==> src/rtl/spwa_pkg.sv <==
// ----------------------------------------------------------------------------
// spwa_pkg
// Types and constants shared by the stub/hit window association block.
// ----------------------------------------------------------------------------
package spwa_pkg;

    localparam int MAX_PRIMARY        = 4;
    localparam int MAX_HITS_PER_LAYER = 6;
    localparam int ANGLE_BITS         = 12;

    localparam int PIDX_W = 2;
    localparam int HIDX_W = 3;
    localparam int PCNT_W = 3;
    localparam int HCNT_W = 3;

    localparam logic [1:0] KIND_PRIMARY = 2'd0;
    localparam logic [1:0] KIND_INNER   = 2'd1;
    localparam logic [1:0] KIND_OUTER   = 2'd2;

    localparam logic [2:0] ENT_MATCH_INNER = 3'd0;
    localparam logic [2:0] ENT_MATCH_OUTER = 3'd1;
    localparam logic [2:0] ENT_FREE_INNER  = 3'd2;
    localparam logic [2:0] ENT_FREE_OUTER  = 3'd3;
    localparam logic [2:0] ENT_DONE        = 3'd4;

    localparam logic [1:0] ST_OK       = 2'd0;
    localparam logic [1:0] ST_BADKIND  = 2'd1;
    localparam logic [1:0] ST_OVERFLOW = 2'd2;

    localparam logic [11:0] PHI_WINDOW_RESET = 12'd64;

    typedef struct packed {
        logic [1:0]  stub_kind;
        logic [11:0] angle;
        logic        last_in_batch;
    } t_stub_in;

    typedef struct packed {
        logic [2:0]  entry_kind;
        logic [1:0]  primary_index;
        logic [2:0]  hit_index;
        logic [11:0] angle_gap;
        logic [1:0]  status;
        logic        last_result;
    } t_entry_out;

    typedef enum logic [3:0] {
        S_LOAD,
        S_GAP,
        S_SCAN,
        S_EMIT,
        S_NEXT,
        S_FREE,
        S_DONE
    } t_state;

    // wrapped absolute angle difference, 0..half circle
    function automatic logic [ANGLE_BITS:0] wrap_gap(
        input logic [ANGLE_BITS-1:0] a,
        input logic [ANGLE_BITS-1:0] b
    );
        logic [ANGLE_BITS-1:0] d;
        logic [ANGLE_BITS:0]   r;
        d = a - b;
        if (d > ANGLE_BITS'(1 << (ANGLE_BITS - 1)))
            r = (ANGLE_BITS+1)'(1 << ANGLE_BITS) - {1'b0, d};
        else
            r = {1'b0, d};
        return r;
    endfunction

endpackage

==> src/rtl/spwa_gap_unit.sv <==
// ----------------------------------------------------------------------------
// spwa_gap_unit
// Shared wrapped-difference and window compare, registered result.
// ----------------------------------------------------------------------------
module spwa_gap_unit (
    input  logic                            i_clk,
    input  logic                            i_en,
    input  logic [spwa_pkg::ANGLE_BITS-1:0] i_a,
    input  logic [spwa_pkg::ANGLE_BITS-1:0] i_b,
    input  logic [11:0]                     i_window,
    output logic [11:0]                     o_gap,
    output logic                            o_hit
);
    import spwa_pkg::*;

    logic [ANGLE_BITS:0] w_gap;

    assign w_gap = wrap_gap(i_a, i_b);

    always_ff @(posedge i_clk) begin
        if (i_en) begin
            o_gap <= 12'(w_gap);
            o_hit <= (w_gap < (ANGLE_BITS+1)'(i_window));
        end
    end
endmodule

==> src/rtl/stub_phi_window_association.sv <==
// ----------------------------------------------------------------------------
// stub_phi_window_association
// Batch association of primary stubs with inner/outer hits in azimuth.
// ----------------------------------------------------------------------------
// Stubs load one per cycle while o_in_stall is low; a stub that is not last in
// its batch yields nothing. The transaction marked last in batch starts the
// association, and input stalls until the done entry has been loaded into the
// output register. For each primary and layer, one shared difference unit
// computes the gaps one hit per cycle, then each listed match is found by a
// minimum scan of one hit per cycle and loaded into the output register in
// S_EMIT, which waits while a held entry is stalled; a final empty scan and a
// step state (S_NEXT) close the layer. The unassociated pass (S_FREE) and the
// done entry (S_DONE) follow, and each of their output steps also waits on a
// stalled output register. A batch with an error or without primaries goes
// straight to the unassociated pass, which emits nothing on error.
module stub_phi_window_association (
    input  logic                  i_clk,
    input  logic                  i_rst_n,
    input  logic                  i_cfg_we,
    input  logic [11:0]           i_cfg_wdata,
    input  logic                  i_in_valid,
    output logic                  o_in_stall,
    input  spwa_pkg::t_stub_in    i_in_data,
    output logic                  o_out_valid,
    input  logic                  i_out_stall,
    output spwa_pkg::t_entry_out  o_out_data
);
    import spwa_pkg::*;

    localparam int H = MAX_HITS_PER_LAYER;

    t_state r_state, n_state;

    logic [11:0] r_window;
    logic [ANGLE_BITS-1:0] r_prim [MAX_PRIMARY];
    logic [ANGLE_BITS-1:0] r_inner [H];
    logic [ANGLE_BITS-1:0] r_outer [H];
    logic [PCNT_W-1:0] r_pcnt;
    logic [HCNT_W-1:0] r_icnt, r_ocnt;
    logic [H-1:0] r_imatch, r_omatch;
    logic [1:0] r_err;

    // work state
    logic [PIDX_W-1:0] r_p;
    logic              r_layer;       // 0 inner, 1 outer
    logic [HCNT_W-1:0] r_i;           // hit iterator
    logic              r_gap_vld;     // gap unit result pending for r_i-1
    logic [11:0]       r_gap [H];
    logic [H-1:0]      r_ok;          // in window for the current primary and layer
    logic [11:0]       r_last_gap;    // gap emitted last in this layer
    logic              r_have_last;
    logic [11:0]       r_best_gap;
    logic [HIDX_W-1:0] r_best_idx;
    logic              r_best_vld;

    logic              r_ovld;
    t_entry_out        r_odata;

    logic [HCNT_W-1:0]     w_cnt;
    logic [ANGLE_BITS-1:0] w_hit_ang;
    logic [11:0]           w_gu_gap;
    logic                  w_gu_hit;
    logic                  w_gu_en;
    logic                  w_acc;
    logic                  w_out_free;
    logic                  w_oload;
    logic [HIDX_W-1:0]     w_prev;
    logic [H-1:0]          w_flags;

    assign w_acc      = i_in_valid && !o_in_stall;
    assign w_out_free = !r_ovld || !i_out_stall;
    assign o_in_stall = (r_state != S_LOAD);
    assign o_out_valid = r_ovld;
    assign o_out_data  = r_odata;

    assign w_cnt     = r_layer ? r_ocnt : r_icnt;
    assign w_hit_ang = r_layer ? r_outer[r_i[HIDX_W-1:0] < HIDX_W'(H) ? r_i : '0]
                               : r_inner[r_i[HIDX_W-1:0] < HIDX_W'(H) ? r_i : '0];
    assign w_gu_en   = (r_state == S_GAP) && (r_i < w_cnt);
    assign w_prev    = r_i - 1'b1;
    assign w_flags   = r_layer ? r_omatch : r_imatch;

    // output register loads in these cycles
    assign w_oload = w_out_free && ((r_state == S_EMIT) || (r_state == S_DONE) ||
                     (r_state == S_FREE && r_i != w_cnt && r_err == ST_OK &&
                      !w_flags[r_i]));

    spwa_gap_unit u_gap (
        .i_clk    (i_clk),
        .i_en     (w_gu_en),
        .i_a      (r_prim[r_p]),
        .i_b      (w_hit_ang),
        .i_window (r_window),
        .o_gap    (w_gu_gap),
        .o_hit    (w_gu_hit)
    );

    // candidate for scan: in window, unlisted, gap above last listed gap
    logic w_cand;
    logic [11:0] w_cg;
    assign w_cg   = r_gap[r_i < HCNT_W'(H) ? r_i : '0];
    assign w_cand = (r_i < w_cnt) && r_ok[r_i < HCNT_W'(H) ? r_i : '0] &&
                    (!r_have_last || w_cg > r_last_gap);

    // error/count after the current load transaction
    function automatic logic n_err_any();
        logic e;
        e = 1'b0;
        case (i_in_data.stub_kind)
            KIND_PRIMARY: e = (r_pcnt == PCNT_W'(MAX_PRIMARY));
            KIND_INNER:   e = (r_icnt == HCNT_W'(H));
            KIND_OUTER:   e = (r_ocnt == HCNT_W'(H));
            default:      e = 1'b1;
        endcase
        return e;
    endfunction

    function automatic logic [PCNT_W-1:0] r_pcnt_n();
        logic [PCNT_W-1:0] c;
        c = r_pcnt;
        if (i_in_data.stub_kind == KIND_PRIMARY && r_pcnt != PCNT_W'(MAX_PRIMARY))
            c = r_pcnt + 1'b1;
        return c;
    endfunction

    // next state
    always_comb begin
        n_state = r_state;
        unique case (r_state)
            S_LOAD: begin
                if (w_acc && i_in_data.last_in_batch) begin
                    if (r_err != ST_OK || n_err_any() || r_pcnt_n() == '0)
                        n_state = S_FREE;
                    else
                        n_state = S_GAP;
                end
            end
            S_GAP:  if (r_i == w_cnt) n_state = S_SCAN;
            S_SCAN: if (r_i == w_cnt) n_state = r_best_vld ? S_EMIT : S_NEXT;
            S_EMIT: if (w_out_free) n_state = S_SCAN;
            S_NEXT: begin
                if (r_layer && r_p == PIDX_W'(r_pcnt - 1'b1)) n_state = S_FREE;
                else n_state = S_GAP;
            end
            S_FREE: if (r_layer && r_i == r_ocnt) n_state = S_DONE;
            S_DONE: if (w_out_free) n_state = S_LOAD;
            default: n_state = S_LOAD;
        endcase
    end

    always_ff @(posedge i_clk) begin
        if (!i_rst_n) r_state <= S_LOAD;
        else          r_state <= n_state;
    end

    always_ff @(posedge i_clk) begin
        if (!i_rst_n)          r_ovld <= 1'b0;
        else if (w_oload)      r_ovld <= 1'b1;
        else if (!i_out_stall) r_ovld <= 1'b0;
    end

    // datapath and control registers
    always_ff @(posedge i_clk) begin
        if (!i_rst_n) begin
            r_window <= PHI_WINDOW_RESET;
            r_pcnt <= '0; r_icnt <= '0; r_ocnt <= '0;
            r_imatch <= '0; r_omatch <= '0; r_err <= ST_OK;
            r_p <= '0; r_layer <= 1'b0; r_i <= '0; r_gap_vld <= 1'b0;
            r_ok <= '0; r_have_last <= 1'b0; r_best_vld <= 1'b0;
        end else begin
            if (i_cfg_we) r_window <= i_cfg_wdata;
            unique case (r_state)
                S_LOAD: begin
                    if (w_acc) begin
                        case (i_in_data.stub_kind)
                            KIND_PRIMARY: begin
                                if (r_pcnt != PCNT_W'(MAX_PRIMARY)) begin
                                    r_prim[r_pcnt[PIDX_W-1:0]] <= i_in_data.angle;
                                    r_pcnt <= r_pcnt + 1'b1;
                                end else if (r_err == ST_OK) r_err <= ST_OVERFLOW;
                            end
                            KIND_INNER: begin
                                if (r_icnt != HCNT_W'(H)) begin
                                    r_inner[r_icnt] <= i_in_data.angle;
                                    r_icnt <= r_icnt + 1'b1;
                                end else if (r_err == ST_OK) r_err <= ST_OVERFLOW;
                            end
                            KIND_OUTER: begin
                                if (r_ocnt != HCNT_W'(H)) begin
                                    r_outer[r_ocnt] <= i_in_data.angle;
                                    r_ocnt <= r_ocnt + 1'b1;
                                end else if (r_err == ST_OK) r_err <= ST_OVERFLOW;
                            end
                            default: if (r_err == ST_OK) r_err <= ST_BADKIND;
                        endcase
                        r_p <= '0; r_layer <= 1'b0; r_i <= '0;
                        r_gap_vld <= 1'b0; r_ok <= '0; r_have_last <= 1'b0;
                        r_best_vld <= 1'b0;
                    end
                end
                S_GAP: begin
                    // result of the unit lands in the cycle after issue
                    if (r_gap_vld) begin
                        r_gap[w_prev] <= w_gu_gap;
                        r_ok[w_prev]  <= w_gu_hit;
                        if (w_gu_hit) begin
                            if (r_layer) r_omatch[w_prev] <= 1'b1;
                            else         r_imatch[w_prev] <= 1'b1;
                        end
                    end
                    r_gap_vld <= w_gu_en;
                    if (w_gu_en) r_i <= r_i + 1'b1;
                    else begin
                        r_i <= '0;
                        r_have_last <= 1'b0;
                        r_best_vld <= 1'b0;
                    end
                end
                S_SCAN: begin
                    if (r_i != w_cnt) begin
                        // <= keeps the highest index on equal gaps
                        if (w_cand && (!r_best_vld || w_cg <= r_best_gap)) begin
                            r_best_vld <= 1'b1;
                            r_best_gap <= w_cg;
                            r_best_idx <= r_i;
                        end
                        r_i <= r_i + 1'b1;
                    end
                end
                S_EMIT: begin
                    if (w_out_free) begin
                        r_odata.entry_kind    <= r_layer ? ENT_MATCH_OUTER : ENT_MATCH_INNER;
                        r_odata.primary_index <= r_p;
                        r_odata.hit_index     <= r_best_idx;
                        r_odata.angle_gap     <= r_best_gap;
                        r_odata.status        <= ST_OK;
                        r_odata.last_result   <= 1'b0;
                        r_last_gap  <= r_best_gap;
                        r_have_last <= 1'b1;
                        r_best_vld  <= 1'b0;
                        r_i <= '0;
                    end
                end
                S_NEXT: begin
                    r_i <= '0; r_ok <= '0; r_gap_vld <= 1'b0;
                    if (r_layer) begin
                        r_layer <= 1'b0;
                        if (r_p != PIDX_W'(r_pcnt - 1'b1)) r_p <= r_p + 1'b1;
                    end else r_layer <= 1'b1;
                end
                S_FREE: begin
                    if (r_i == w_cnt) begin
                        r_i <= '0;
                        r_layer <= 1'b1;
                    end else if (w_out_free) begin
                        if (r_err == ST_OK && !w_flags[r_i]) begin
                            r_odata.entry_kind    <= r_layer ? ENT_FREE_OUTER : ENT_FREE_INNER;
                            r_odata.primary_index <= '0;
                            r_odata.hit_index     <= r_i;
                            r_odata.angle_gap     <= '0;
                            r_odata.status        <= ST_OK;
                            r_odata.last_result   <= 1'b0;
                        end
                        r_i <= r_i + 1'b1;
                    end
                end
                S_DONE: begin
                    if (w_out_free) begin
                        r_odata.entry_kind    <= ENT_DONE;
                        r_odata.primary_index <= '0;
                        r_odata.hit_index     <= '0;
                        r_odata.angle_gap     <= '0;
                        r_odata.status        <= r_err;
                        r_odata.last_result   <= 1'b1;
                        r_pcnt <= '0; r_icnt <= '0; r_ocnt <= '0;
                        r_imatch <= '0; r_omatch <= '0; r_err <= ST_OK;
                        r_layer <= 1'b0; r_i <= '0;
                    end
                end
                default: ;
            endcase
        end
    end

    // S_FREE must start on the inner layer; S_NEXT/S_LOAD leave r_layer clear.
    // With an error, S_FREE skips emission: counts may be nonzero but r_err gates.

`ifndef SYNTH
    a_stall_busy: assert property (@(posedge i_clk) disable iff (!i_rst_n)
        (r_state != S_LOAD) |-> o_in_stall)
        else $error("input accepted while busy");
    a_done_last: assert property (@(posedge i_clk) disable iff (!i_rst_n)
        (o_out_valid && o_out_data.entry_kind == ENT_DONE) |-> o_out_data.last_result)
        else $error("done entry without last flag");
    a_err_only_done: assert property (@(posedge i_clk) disable iff (!i_rst_n)
        (o_out_valid && r_err != ST_OK && r_state != S_LOAD)
        |-> o_out_data.entry_kind == ENT_DONE || $past(r_ovld))
        else $error("entry emitted on error batch");
    a_hold: assert property (@(posedge i_clk) disable iff (!i_rst_n)
        (r_ovld && i_out_stall) |=> r_ovld && $stable(r_odata))
        else $error("stalled result changed");
`endif
endmodule

==> config.mk <==
export PLATFORM = sky130hd
export DESIGN_NAME = stub_phi_window_association
export DESIGN_NICKNAME = d
export VERILOG_FILES = /design/src/rtl/spwa_pkg.sv /design/src/rtl/spwa_gap_unit.sv /design/src/rtl/stub_phi_window_association.sv
export SDC_FILE = /design/constraint.sdc
export NUM_CORES = 1
export LEC_CHECK = 0
export BUFFER_PORTS_ARGS = -buffer_cell sky130_fd_sc_hd__buf_2
export CAP_MARGIN = 25
export CORE_MARGIN = 4
export CORE_UTILIZATION = 40
export DETAILED_ROUTE_END_ITERATION = 12
export PLACE_DENSITY = 0.59
export SLEW_MARGIN = 0
export SYNTH_ARGS = -nofsm -noshare
export SYNTH_HDL_FRONTEND = slang
export SYNTH_HIERARCHICAL = 1
export SYNTH_SLANG_ARGS = --single-unit
==> constraint.sdc <==
create_clock -name i_clk -period 12.16 [get_ports i_clk]
set_clock_uncertainty 0.1 [all_clocks]
set_input_delay 0.608 -clock i_clk [delete_from_list [all_inputs] [get_ports i_clk]]
set_output_delay 0.608 -clock i_clk [all_outputs]
set_load 0.01 [all_outputs]
==> flow_summary.ini <==
[status]
status = completed

[detailed_routing]
drc = 0
drtAntennaViolNets = 0
viasPerCell = 5.56
drt_first_pass_iters = 6
drtIter0Drc = 845
num_vias = 10500
avgRoutedWirePerCell_um = 21.0
routed_wl_um = 39400

[finish]
final_cell_mix = 326 x edfxtp_1, 81 x nor2_1, 79 x mux2i_1
syn2layout_area_growth_pct = 13.6
drive_gt1_frac = 0.169
layout_commonest_cell = edfxtp_1
final.fill_count = 3725
fin_nets = 1406

[global_route]
grt.overflow.total = 0
grt_start_max_net_pins = 42
track_usage = 0.168
grt_antenna_before_repair = 1
grt_pass1_wl_um = 61200
grt_pass1_vias = 10500

[yosys]
synth-xor-area-share = 0.0102
synth_top_family_by_area = multiplexers
yosys_most_used_dff = edfxtp_1
synth_area_mm2 = 0.0172
synth_compound_area_frac = 0.0835
async_flop_share = 0
ys_seq_area_frac = 0.635
synth-simple-area-share = 0.0878
synthCells = 1238
syn-num-nets = 1335
synth.area.mux_share = 0.107
syn_avg_cell_area_um2 = 13.9
ys_ff_latch = 382
synth_edf_count = 326
synth_cell_types = 78
synth-adder-area-share = 0.0478
synth_warnings = 6

[sta]
slew-limit-headroom = 0.296
fin_setup_tns_ns = 0
report.final.slew_viol_count = 0
rsz0062_at_grt = no
fin_crit_sh = 0.509
hold_viol = 0
fmax_ghz = 0.161
setup_viol = 0
tightestPinTransition_ns = 1.05
fin_crit_ns = 6.19

[critical_path]
rr_worst_depth = 23
r2r_slack_ns = 5.97
end_kind = flip-flop
crit_type = reg -> reg
path_max_fanout = 41
reg2reg_from = r_i[1]
critical_path_arrival_ns = 6.48
r2r-end = u_gap/o_hit
crit_required_ns = 12.44
worstSetupStartpointType = flip-flop

[die]
fp.coreArea_mm2 = 0.0422
fp.dieH_um = 215
start_util = 0.407
ioPinCount = 57
die_width_um = 215
dieArea_mm2 = 0.0463
fp-row-count = 75

[cts]
worstSkewPairLatency_ns = 0.55
cts_tree = built
cts_hold_buf = 0
cts_made_buffers = 41
ctsResizeCount = 0
cts_root_buffer = clkbuf_16
cts_setup_buffers = 0
cts.sinks = 382
cts-htree-levels = 2
clk_pin_slew_ns = 0.06
clock_path_buffers = 3

[placement]
dp_hpwl_um = 25800
place.gp.congestion = 0.852
io_buffers = 56

[power]
p_leak_nw = 6.81
power.switching_mw = 1.03
power_frac_comb = 0.226
p_clk_frac = 0.347
p_int_mw = 2.53
irDropWorstVdd_uv = 116
seqPwrFrac = 0.427
netSwitchingFraction = 0.289
total_power_mw = 3.55
p_per_area_mw_per_mm2 = 182

[hold_path]
hp-class = in -> reg
hold_depth = 3
whs_endpoint = r_window[6]
min-delay-start = i_cfg_wdata[6]

[job]
drv_cap = 0
==> layout make-up <==
| type | count | area [um^2] | area share |
|---|---|---|---|
| flip-flops and latches | 382 | 10900 | 0.559 |
| multi-input cells | 735 | 5850 | 0.300 |
| clock buffers | 45 | 1040 | 0.0534 |
| well taps | 539 | 674 | 0.0346 |
| repair buffers | 81 | 483 | 0.0248 |
| clock inverters | 30 | 293 | 0.0150 |
| inverters | 68 | 255 | 0.0131 |
| diodes | 1 | 2.50 | 0.000128 |
==> stage by stage <==
stage	util	area, um^2	cells	hold WS [ns]	worst slack [ns]
final	0.462	19500	1881	0.200	5.97
after global routing	0.462	19500	1880	0.181	5.32
after CTS	0.462	19500	1879	0.174	5.94
after detailed placement	0.430	18200	1804	0.332	5.96
after global placement	0.430	18100	1802	0.331	5.99
after floorplan	-	17200	1238	0.326	7.03
==> cell families after synthesis <==
family / count (synthesis)
AO/OA/AOI/OAI: 220
buffers and inverters: 121
adder cells (fa/ha/maj): 65
multiplexers: 133
AND/OR/NAND/NOR: 297
XOR/XNOR: 20
flip-flops: 382
==> cells in the mapped netlist (all sizes together), types with 23 or more instances <==
cell type	n	area, um^2
nand3	25	125
dfxtp	56	1120
clkbuf	23	86.3
a21oi	60	300
buf	30	151
ha	64	801
mux4	39	878
nor3	30	150
mux2i	79	791
edfxtp	326	9790
o21ai	56	280
nand2	61	229
nor2	85	319
inv	67	251
==> worst max-delay path: stages (launching register included) <==
cell      delay, ns
dfxtp_1        0.77
nand2_1        0.19
nand2_2        0.10
buf_4          0.60
mux2i_1        0.15
mux4_2         0.47
o21ai_0        0.28
inv_1          0.08
ha_1           0.37
o211a_1        0.26
o31a_1         0.13
or3_4          0.39
a22oi_4        0.24
nand4_4        0.17
o31ai_2        0.29
mux2i_1        0.27
ha_1           0.26
a21boi_0       0.12
o21a_1         0.17
o21ai_0        0.14
nand2b_1       0.07
a21oi_1        0.14
o21ai_0        0.08
a31oi_1        0.16
==> registers in the layout, summed over array words and instances, names as in the netlist, 2 cells and up, named ones only <==
signal,count
r_omatch,6
r_err,2
r_icnt,3
r_last_gap,12
r_inner,72
r_pcnt,3
r_ocnt,3
r_gap,72
o_out_data,22
r_best_idx,3
r_imatch,6
r_ok,6
r_best_gap,12
u_gap/o_gap,12
r_window,12
r_state,3
r_i,3
r_p,2
r_outer,72
r_prim,48
==> worst max-delay path by stage <==
| stage | start | end | slack, ns | cells past startpoint |
|---|---|---|---|---|
| 2_1_floorplan | r_i[2] | u_gap/o_hit | 7.03 | 23 |
| 3_3_place_gp | r_i[1] | u_gap/o_hit | 5.99 | 23 |
| 3_5_place_dp | r_i[1] | u_gap/o_hit | 5.96 | 23 |
| 4_1_cts | r_i[1] | u_gap/o_hit | 5.94 | 23 |
| 5_1_grt | r_i[1] | u_gap/o_hit | 5.32 | 23 |
| 6_report | r_i[1] | u_gap/o_hit | 5.97 | 23 |
==> layer usage <==
metal  wire (um)  vias up  global-route usage
li1            -     4869                   -
met1       17300     5266               0.224
met2       19400      246               0.284
met3        1730       71              0.0284
met4        1020        0              0.0487
met5           0        -                   0
==> power groups by stage <==
stage	clock network, mW	logic [mW]	registers (mW)
after floorplan	0	0.603	1.52
after global placement	0	0.781	1.55
after detailed placement	0	0.795	1.55
after CTS	1.27	0.801	1.52
after global routing	1.33	0.892	1.52
final	1.23	0.801	1.52
Power figures use the tool's default switching activity.
